--- config.mk ---
export PLATFORM = sky130hd
export DESIGN_NAME = line_pixel_generator_top
export DESIGN_NICKNAME = d
export VERILOG_FILES = /design/src/hdl/lpg_pkg.sv /design/src/hdl/lpg_setup.sv /design/src/hdl/line_pixel_generator_top.sv
export SDC_FILE = /design/constraint.sdc
export NUM_CORES = 1
export LEC_CHECK = 0
export BUFFER_PORTS_ARGS = -buffer_cell sky130_fd_sc_hd__buf_2
export CAP_MARGIN = 20
export CORE_ASPECT_RATIO = 1.25
export CORE_UTILIZATION = 45
export DETAILED_ROUTE_END_ITERATION = 6
export SLEW_MARGIN = 10
export SYNTH_ARGS = -nofsm -noshare
export SYNTH_HDL_FRONTEND = slang
export SYNTH_SLANG_ARGS = --single-unit
--- constraint.sdc ---
create_clock -name clk -period 19.2 [get_ports clk]
set_clock_uncertainty 0.1 [all_clocks]
set_input_delay 0.96 -clock clk [delete_from_list [all_inputs] [get_ports clk]]
set_output_delay 0.96 -clock clk [all_outputs]
set_load 0.02 [all_outputs]
--- src/hdl/lpg_pkg.sv ---
// shared types and constants for the line pixel generator
// no dependencies; used by lpg_setup and line_pixel_generator_top
package lpg_pkg;

  localparam int COORD_BITS  = 11;
  localparam int COLOUR_BITS = 16;
  localparam int SIZE_BITS   = 10;
  localparam int DELTA_BITS  = COORD_BITS + 1;
  localparam int ERR_BITS    = COORD_BITS + 2;

  localparam int IN_FIELD_BITS  = 4 * COORD_BITS + COLOUR_BITS;
  localparam int IN_DATA_BITS   = ((IN_FIELD_BITS + 7) / 8) * 8;
  localparam int OUT_FIELD_BITS = 2 * COORD_BITS + COLOUR_BITS;
  localparam int OUT_DATA_BITS  = ((OUT_FIELD_BITS + 7) / 8) * 8;

  localparam logic [SIZE_BITS-1:0] WIDTH_RESET  = SIZE_BITS'(320);
  localparam logic [SIZE_BITS-1:0] HEIGHT_RESET = SIZE_BITS'(240);

  localparam logic OP_LOAD = 1'b0;
  localparam logic OP_STEP = 1'b1;

  localparam logic REG_WIDTH  = 1'b0;
  localparam logic REG_HEIGHT = 1'b1;

  typedef logic signed [COORD_BITS-1:0] coord_t;

  typedef struct packed {
    logic                         steep;
    coord_t                       major_pos;
    coord_t                       minor_pos;
    coord_t                       major_end;
    logic [DELTA_BITS-1:0]        major_delta;
    logic [DELTA_BITS-1:0]        minor_delta;
    logic signed [ERR_BITS-1:0]   error_term;
    logic                         minor_down;
  } line_setup_t;

endpackage

--- src/hdl/lpg_setup.sv ---
// line setup: axis swap, endpoint ordering, deltas and initial error term
// depends on lpg_pkg
module lpg_setup import lpg_pkg::*; (
  input  coord_t      start_x,
  input  coord_t      start_y,
  input  coord_t      end_x,
  input  coord_t      end_y,
  output line_setup_t setup
);

  logic signed [DELTA_BITS-1:0] dx;
  logic signed [DELTA_BITS-1:0] dy;
  logic [DELTA_BITS-1:0]        adx;
  logic [DELTA_BITS-1:0]        ady;
  logic                         steep;
  coord_t                       a0, b0, a1, b1;
  logic                         swap;
  coord_t                       minor_end;
  logic [DELTA_BITS-1:0]        major_delta;

  always_comb begin
    dx = $signed({end_x[COORD_BITS-1], end_x}) - $signed({start_x[COORD_BITS-1], start_x});
    dy = $signed({end_y[COORD_BITS-1], end_y}) - $signed({start_y[COORD_BITS-1], start_y});
    adx = dx[DELTA_BITS-1] ? DELTA_BITS'(-dx) : DELTA_BITS'(dx);
    ady = dy[DELTA_BITS-1] ? DELTA_BITS'(-dy) : DELTA_BITS'(dy);
    steep = ady > adx;

    a0 = steep ? start_y : start_x;
    b0 = steep ? start_x : start_y;
    a1 = steep ? end_y   : end_x;
    b1 = steep ? end_x   : end_y;
    swap = a0 > a1;

    major_delta = steep ? ady : adx;

    setup.steep       = steep;
    setup.major_pos   = swap ? a1 : a0;
    setup.minor_pos   = swap ? b1 : b0;
    setup.major_end   = swap ? a0 : a1;
    minor_end         = swap ? b0 : b1;
    setup.major_delta = major_delta;
    setup.minor_delta = steep ? adx : ady;
    setup.error_term  = ERR_BITS'(0) - $signed({2'b00, major_delta[DELTA_BITS-1:1]});
    setup.minor_down  = !(setup.minor_pos < minor_end);
  end

endmodule

--- src/hdl/line_pixel_generator_top.sv ---
// top level of the line pixel generator: stream ports, line state, step logic
// depends on lpg_pkg and lpg_setup

// One item is taken per clock while the input side is ready. A load item sets up
// the line state in the cycle it is accepted and gives no output; a step item while
// a line is active puts one pixel into the output register at the next edge. The
// input side is ready whenever the output register is empty or being taken in the
// same cycle, so with a ready sink the block draws one pixel per clock, both
// endpoints included. A step with no active line is taken and dropped. Screen size
// writes should be made while no pixel is pending.
module line_pixel_generator_top import lpg_pkg::*; (
  input  logic                     clk,
  input  logic                     rst,
  input  logic                     s_axis_tvalid,
  output logic                     s_axis_tready,
  // start_x, start_y, end_x, end_y, pen_colour, zero fill
  input  logic [IN_DATA_BITS-1:0]  s_axis_tdata,
  // op
  input  logic                     s_axis_tuser,
  output logic                     m_axis_tvalid,
  input  logic                     m_axis_tready,
  // pixel_x, pixel_y, pixel_colour, zero fill
  output logic [OUT_DATA_BITS-1:0] m_axis_tdata,
  // on_screen
  output logic                     m_axis_tuser,
  output logic                     m_axis_tlast,
  input  logic                     cfg_we,
  input  logic                     cfg_index,
  input  logic [SIZE_BITS-1:0]     cfg_data
);

  logic [SIZE_BITS-1:0] screen_width;
  logic [SIZE_BITS-1:0] screen_height;

  logic                       line_active;
  logic                       steep_flag;
  coord_t                     major_pos;
  coord_t                     minor_pos;
  coord_t                     major_end;
  logic [DELTA_BITS-1:0]      major_delta;
  logic [DELTA_BITS-1:0]      minor_delta;
  logic signed [ERR_BITS-1:0] error_term;
  logic                       minor_down;
  logic [COLOUR_BITS-1:0]     held_colour;

  coord_t                 pixel_x;
  coord_t                 pixel_y;
  logic [COLOUR_BITS-1:0] pixel_colour;
  logic                   on_screen;
  logic                   last_pixel;

  line_setup_t setup;
  coord_t      in_start_x, in_start_y, in_end_x, in_end_y;
  logic [COLOUR_BITS-1:0] in_colour;

  logic                       in_fire;
  logic                       load_fire;
  logic                       step_fire;
  coord_t                     px, py;
  logic                       px_ok, py_ok, on_now, last_now;
  logic signed [ERR_BITS-1:0] err_acc;
  logic signed [ERR_BITS-1:0] error_term_next;
  coord_t                     minor_pos_next;

  assign in_start_x = s_axis_tdata[COORD_BITS-1:0];
  assign in_start_y = s_axis_tdata[2*COORD_BITS-1:COORD_BITS];
  assign in_end_x   = s_axis_tdata[3*COORD_BITS-1:2*COORD_BITS];
  assign in_end_y   = s_axis_tdata[4*COORD_BITS-1:3*COORD_BITS];
  assign in_colour  = s_axis_tdata[IN_FIELD_BITS-1:4*COORD_BITS];

  lpg_setup u_setup (
    .start_x (in_start_x),
    .start_y (in_start_y),
    .end_x   (in_end_x),
    .end_y   (in_end_y),
    .setup   (setup)
  );

  assign s_axis_tready = !m_axis_tvalid || m_axis_tready;
  assign in_fire   = s_axis_tvalid && s_axis_tready;
  assign load_fire = in_fire && (s_axis_tuser == OP_LOAD);
  assign step_fire = in_fire && (s_axis_tuser == OP_STEP) && line_active;

  always_comb begin
    px = steep_flag ? minor_pos : major_pos;
    py = steep_flag ? major_pos : minor_pos;
    px_ok = !px[COORD_BITS-1] &&
            ($unsigned(px) < {{(COORD_BITS-SIZE_BITS){1'b0}}, screen_width});
    py_ok = !py[COORD_BITS-1] &&
            ($unsigned(py) < {{(COORD_BITS-SIZE_BITS){1'b0}}, screen_height});
    on_now   = px_ok && py_ok;
    last_now = major_pos >= major_end;

    err_acc = error_term + $signed({1'b0, minor_delta});
    if (err_acc > 0) begin
      error_term_next = err_acc - $signed({1'b0, major_delta});
      minor_pos_next  = minor_down ? minor_pos - coord_t'(1) : minor_pos + coord_t'(1);
    end else begin
      error_term_next = err_acc;
      minor_pos_next  = minor_pos;
    end
  end

  always_ff @(posedge clk) begin
    if (rst) begin
      screen_width  <= WIDTH_RESET;
      screen_height <= HEIGHT_RESET;
    end else if (cfg_we) begin
      unique case (cfg_index)
        REG_WIDTH:  screen_width  <= cfg_data;
        REG_HEIGHT: screen_height <= cfg_data;
        default:    ;
      endcase
    end
  end

  always_ff @(posedge clk) begin
    if (rst) begin
      line_active <= 1'b0;
    end else if (load_fire) begin
      line_active <= 1'b1;
    end else if (step_fire && last_now) begin
      line_active <= 1'b0;
    end
  end

  always_ff @(posedge clk) begin
    if (load_fire) begin
      steep_flag  <= setup.steep;
      major_pos   <= setup.major_pos;
      minor_pos   <= setup.minor_pos;
      major_end   <= setup.major_end;
      major_delta <= setup.major_delta;
      minor_delta <= setup.minor_delta;
      error_term  <= setup.error_term;
      minor_down  <= setup.minor_down;
      held_colour <= in_colour;
    end else if (step_fire && !last_now) begin
      major_pos  <= major_pos + coord_t'(1);
      minor_pos  <= minor_pos_next;
      error_term <= error_term_next;
    end
  end

  always_ff @(posedge clk) begin
    if (rst) begin
      m_axis_tvalid <= 1'b0;
    end else if (step_fire) begin
      m_axis_tvalid <= 1'b1;
    end else if (m_axis_tready) begin
      m_axis_tvalid <= 1'b0;
    end
  end

  always_ff @(posedge clk) begin
    if (step_fire) begin
      pixel_x      <= px;
      pixel_y      <= py;
      pixel_colour <= held_colour;
      on_screen    <= on_now;
      last_pixel   <= last_now;
    end
  end

  assign m_axis_tdata = {{(OUT_DATA_BITS-OUT_FIELD_BITS){1'b0}},
                         pixel_colour, pixel_y, pixel_x};
  assign m_axis_tuser = on_screen;
  assign m_axis_tlast = last_pixel;

  a_step_gives_pixel: assert property (@(posedge clk) disable iff (rst)
    step_fire |=> m_axis_tvalid)
    else $error("step on an active line gave no pixel");

  a_load_arms_line: assert property (@(posedge clk) disable iff (rst)
    load_fire |=> line_active)
    else $error("load did not start a line");

  a_last_ends_line: assert property (@(posedge clk) disable iff (rst)
    step_fire && last_now && !load_fire |=> !line_active)
    else $error("line still active after its last pixel");

  a_major_in_range: assert property (@(posedge clk) disable iff (rst)
    line_active |-> major_pos <= major_end)
    else $error("major position ran past the line end");

endmodule
**Word level (Yosys, flattened, before mapping)**

Index checks and enable logic that the tools add are counted.

- Bits in registers: 150
- Bits of input ports: 81

- Add/subtract/negate cells: 10
- $lt $le $gt $ge: 7
- Mux-type cells: 27
- Bitwise gates (word level): 2
- Reduce and logical (&&, ||, !) cells: 22

Operators with widths:

| operator | number |
|---|---|
| two-way mux 11 bit | 16 |
| two-way mux 12 bit | 4 |
| two-way mux 13 bit | 3 |
| negator 12 bit | 2 |
| subtractor 11 x 11 -> 12 bit | 2 |
| adder 11 x 2 -> 11 bit (second input constant) | 2 |
| < comparator 11 x 10 -> 1 bit | 2 |
| adder 13 bit | 1 |
| > comparator 13 x 1 -> 1 bit (second input constant) | 1 |
| subtractor 13 bit | 1 |
| > comparator 12 bit | 1 |
| subtractor 1 x 11 -> 12 bit (first input constant) | 1 |
| >= comparator 11 bit | 1 |
| > comparator 11 bit | 1 |
| < comparator 11 bit | 1 |
| subtractor 11 x 2 -> 11 bit (second input constant) | 1 |
| logical AND 1 bit | 9 |
| nonzero test 2 bit | 4 |
| AND reduction 2 bit | 3 |
| zero test 1 bit | 5 |
| two-way mux 1 bit | 4 |
| inverter 1 bit | 2 |
| logical OR 1 bit | 1 |

**Logic depth before layout (Yosys ltp)**

- Word-level depth: 9
- Mapped depth: 52
- Depth with buffers taken out: 46

**Cells and area by module**

From an unflattened synthesis, not the netlist that was laid out.

- Cells, all modules: 1261
- Area, all modules: 11999.0 sq um

By module, submodules not included:

| module | times used | cells an instance | area an instance (sq um) | sequential area each (sq um) |
|---|---|---|---|---|
| line_pixel_generator_top | 1 | 702 | 7983.9 | 4284.1 |
| lpg_setup | 1 | 559 | 4015.1 | 0.0 |

**Worst setup path before layout**

Ideal clock, no wire load.

- Path kind: input port to flip-flop
- From: input port s_axis_tdata[21]
- To: register minor_down, data pin
- Library setup time: 264 ps
- Arrival time: 9405 ps
- Required time: 18836 ps
- Setup slack: 9431 ps
- Stages on the path: 50
- Buffers on the path: 5
- Cells stage by stage: inv_1 -> ha_1 -> or3b_2 -> a41oi_1 -> nand2_1 -> o21ai_1 -> clkbuf_1 -> nor2_1 -> a21oi_1 -> inv_1 -> ha_1 -> nor2b_1 -> o21a_1 -> o21ai_0 -> a21oi_1 -> o31a_1 -> o21ai_0 -> a21oi_1 -> [... 14 more ...] -> o21ai_1 -> buf_1 -> clkbuf_1 -> buf_1 -> nand3_1 -> o21ai_0 -> ha_1 -> a21oi_1 -> nor2b_1 -> o21ai_0 -> nand2b_1 -> a21oi_1 -> nor2b_1 -> o21ai_0 -> and3b_1 -> nor3_1 -> a311oi_1 -> nand3_1

RTL lines:

| item | line | RTL |
|---|---|---|
| from (decl) | line_pixel_generator_top.sv:17 | `input logic [IN_DATA_BITS-1:0] s_axis_tdata,` |
| to (signal assigned) | line_pixel_generator_top.sv:136 | `minor_down <= setup.minor_down;` |
| to (decl) | line_pixel_generator_top.sv:43 | `logic minor_down;` |

==> summary by stage <==
Setup path
The data required time at the worst endpoint is 19.26 ns. On the worst path, the slowest cell contributes a delay of 0.59 ns. Along the worst path, the maximum fanout reaches 42.

The data arrival time at the worst-slack endpoint is 10.85 ns. The type of element capturing the critical path is a register. STA classifies the critical path startpoint as an input pin. The termination of the worst setup path is minor_down. The number of cell instances on the worst register-to-register path is 15. The worst register-to-register path ends at error_term[10].

In this run the critical register-to-register path is launched from minor_delta[0]. The timing startpoint of the critical path is s_axis_tdata[4]. The worst register-to-register path has a setup slack of 15.05 ns. The largest individual stage delay along the critical path comes from the cell sky130_fd_sc_hd__xnor2_1. The worst setup path is of the input pin to register kind.

Clock network
Gates resized during post-CTS repair numbered 0. The clock root buffer is sky130_fd_sc_hd__clkbuf_16. The clock input transition at the sequential cells of the worst setup and hold paths is 0.06 ns. The maximum count of clock buffers along a single path is 2. TritonCTS built the clock tree. For the worst-skew pair, the clock arrives at the later sink with an insertion delay of 0.43 ns. The tree built by TritonCTS fans out to 150 sinks. The post-CTS setup buffer count is 0.

The quantity of hold-fixing buffers added after cts is 0. Counting the buffers created by CTS gives 17. CTS built an H-tree with a depth of 4.

Timing
For the pin with the worst max-slew slack, the measured transition is 0.997 ns. The final hold violation count is 0. Setup repair after global routing left no endpoint under its margin.

The count of pins over their slew limit was 0. Dividing the final minimum period by the clock period gives 0.562. The max-slew headroom at the worst pin is 0.333.

The smallest clock period supported by the final layout is computed as 10.79 ns. Setup violations remaining at the end of the flow were counted as 0. Derived from the worst setup path, the maximum achievable clock frequency is 92.7 MHz. For the final routed database, the setup TNS stands at 0 ns.

Place
The detailed placement HPWL is 22,300 um. The last weighted congestion value of the routability-driven placer is 0.927. The port buffer count is 118. The placed instance area is 12,900 sq um.

GRT
The pin count of the biggest net entering global routing is 67. The sum of overflow across all layers after global routing is 0. The number of global-route vias before repair was 9,080. The global-route wire length before repair is 45,000 um. The all-layer global routing usage is 0.211. The number of antenna violations at the first check in global routing is 0.

Logic synthesis
The yosys synthesis warning count is 0. In the synthesized netlist the dominant register cell turns out to be sky130_fd_sc_hd__edfxtp_1. The count of unique library cells instantiated by Yosys is 79. Yosys mapped a number of flops with a built-in enable equal to 128. Of all flip-flops after synthesis, the portion carrying an async set or reset was 0. After synthesis the netlist holds a flip-flop and latch count of 150.

The fraction of synthesized cell area taken by the top area cell type is 0.320. The largest area contributor in the netlist is sky130_fd_sc_hd__edfxtp_1. The number of cells produced by synthesis is 1,299. After synthesis, the mean cell area works out to 9.24 sq um.

Sorting the synthesized cells by area gives the leading types as sky130_fd_sc_hd__edfxtp_1 (32%), sky130_fd_sc_hd__ha_1 (12%), sky130_fd_sc_hd__mux2i_1 (5.0%). The post-synthesis cell area is 12,000 sq um. The share of the Yosys chip area taken by registers is 0.357.

Die
During I/O placement, the number of pins put on the boundary was 125. The floorplan has 66 rows. The die is 185 um tall. In this run the horizontal extent of the chip is 148 um. The total area inside the core boundary comes to 26,100 sq um. The initial utilization of the core area, before any placement, comes to 0.460. The die area is 27,300 sq um.

Final layout
The net count reported at finish is 1,604. The area growth from synthesis to layout is 12.2%. The number of antenna repair diodes is 0. The top cell types in the final layout, fill and taps aside, are sky130_fd_sc_hd__nand2_1 (133), sky130_fd_sc_hd__edfxtp_1 (128), sky130_fd_sc_hd__inv_1 (124). Counting the fill cells in the layout gives 2,430. With fillers left out, the area of the finished cells amounts to 13,500 sq um. The leading cell type in the layout, fill and taps excluded is sky130_fd_sc_hd__nand2_1. In the final layout, the share of cells above drive strength 1 is 0.152.

Detailed routing
For this run, the detailed router's first-pass iteration total came to 5. After detailed routing, the number of remaining DRC violations is 0. The violation count after the first detailed-routing iteration is 437.

The total number of vias is 9,509. The total wire length after detailed routing is 28,300 um. In the final routed layout, each cell accounts on average for 16.1 um. In the routed layout, each cell is associated on average with a via count of 5.43. The number of nets still failing antenna checks after routing is 0.

Run
The number of max-capacitance violations reported is 0.

Power and ir drop
The static leakage is 0.00581 uW. In this run the power density over the cells is 179 nW/um^2. The worst IR drop on VDD is 113 uV.

Outcome
The run finished with clean final reports.

Min path
The tightest min-delay check is of the register to register type.
==> Yosys cell counts, types with 13 or more instances <==
cell,instances
sky130_fd_sc_hd__nand2_1,133
sky130_fd_sc_hd__edfxtp_1,128
sky130_fd_sc_hd__inv_1,125
sky130_fd_sc_hd__ha_1,119
sky130_fd_sc_hd__a21oi_1,102
sky130_fd_sc_hd__nor2_1,92
sky130_fd_sc_hd__o21ai_0,65
sky130_fd_sc_hd__mux2i_1,60
sky130_fd_sc_hd__xnor2_1,48
sky130_fd_sc_hd__nand3_1,33
sky130_fd_sc_hd__xor2_1,30
sky130_fd_sc_hd__clkbuf_1,27
sky130_fd_sc_hd__mux2_2,26
sky130_fd_sc_hd__dfxtp_1,22
sky130_fd_sc_hd__a21o_1,20
sky130_fd_sc_hd__o21a_1,20
sky130_fd_sc_hd__nor2b_1,19
sky130_fd_sc_hd__nor3_1,15
sky130_fd_sc_hd__nand2b_1,13
==> where the power goes <==
| group | internal (uW) | switching, uW | leakage [uW] |
|---|---|---|---|
| logic | 658 | 916 | 0.00416 |
| clock network | 196 | 130 | 0.000290 |
| registers | 472 | 37.8 | 0.00137 |
| total | 1330 | 1080 | 0.00581 |
==> layer usage <==
layer,wire length [um],vias up,track usage
met5,0,-,0
met4,599,0,0.0722
met3,983,31,0.0262
met2,13500,192,0.364
met1,13100,4433,0.270
li1,-,4853,-
==> layout make-up <==
cell class,instances,area (sq um),area share
clock buffers,26,544,0.0404
flip-flops and latches,150,4280,0.318
repair buffers,130,688,0.0511
well taps,340,425,0.0316
clock inverters,6,33.8,0.00251
multi-input cells,974,7020,0.521
inverters,126,473,0.0351
==> critical path, delay by kind of cell <==
kind	cells	cell delay (ns)
compound gates	19	3.92
fa+ha+maj	5	1.80
buf+inv	6	1.48
xor+xnor	2	1.06
simple gates	8	0.99
mux	2	0.58
==> logic make-up after synthesis <==
logic type,after synthesis,synth area share
AO/OA/AOI/OAI,305,0.166
multiplexers,90,0.0790
other,1,0.000313
flip-flops,150,0.357
AND/OR/NAND/NOR,374,0.147
adder cells (fa/ha/maj),125,0.133
buffers and inverters,176,0.0599
XOR/XNOR,78,0.0569
==> metrics by stage <==
stage	power, uW	setup slack [ns]	hold WS (ns)	util	std cells
floorplan	1750	9.43	0.300	-	1300
global placement	2060	7.77	0.300	0.493	1718
detailed placement	2090	7.63	0.305	0.493	1718
CTS	2420	8.11	0.318	0.515	1750
global route	2640	7.84	0.330	0.516	1752
finish	2410	8.41	0.317	0.516	1752
==> sequential cells by signal, indices dropped and copies added, names as in the netlist <==
signal	cells
screen_width	10
held_colour	16
pixel_colour	16
major_end	11
m_axis_tlast	1
major_delta	12
minor_pos	11
steep_flag	1
pixel_x	11
screen_height	10
m_axis_tvalid	1
major_pos	11
pixel_y	11
error_term	13
minor_delta	12
line_active	1
minor_down	1
m_axis_tuser	1
==> worst min-delay path by stage <==
| stage | start | end | cells after the start |
|---|---|---|---|
| floorplan | held_colour[0] | pixel_colour[0] | 0 |
| global placement | held_colour[9] | pixel_colour[9] | 0 |
| detailed placement | held_colour[1] | pixel_colour[1] | 0 |
| CTS | held_colour[1] | pixel_colour[1] | 0 |
| global route | held_colour[1] | pixel_colour[1] | 0 |
| finish | held_colour[8] | pixel_colour[8] | 0 |
(Power assumes the default switching activity.)
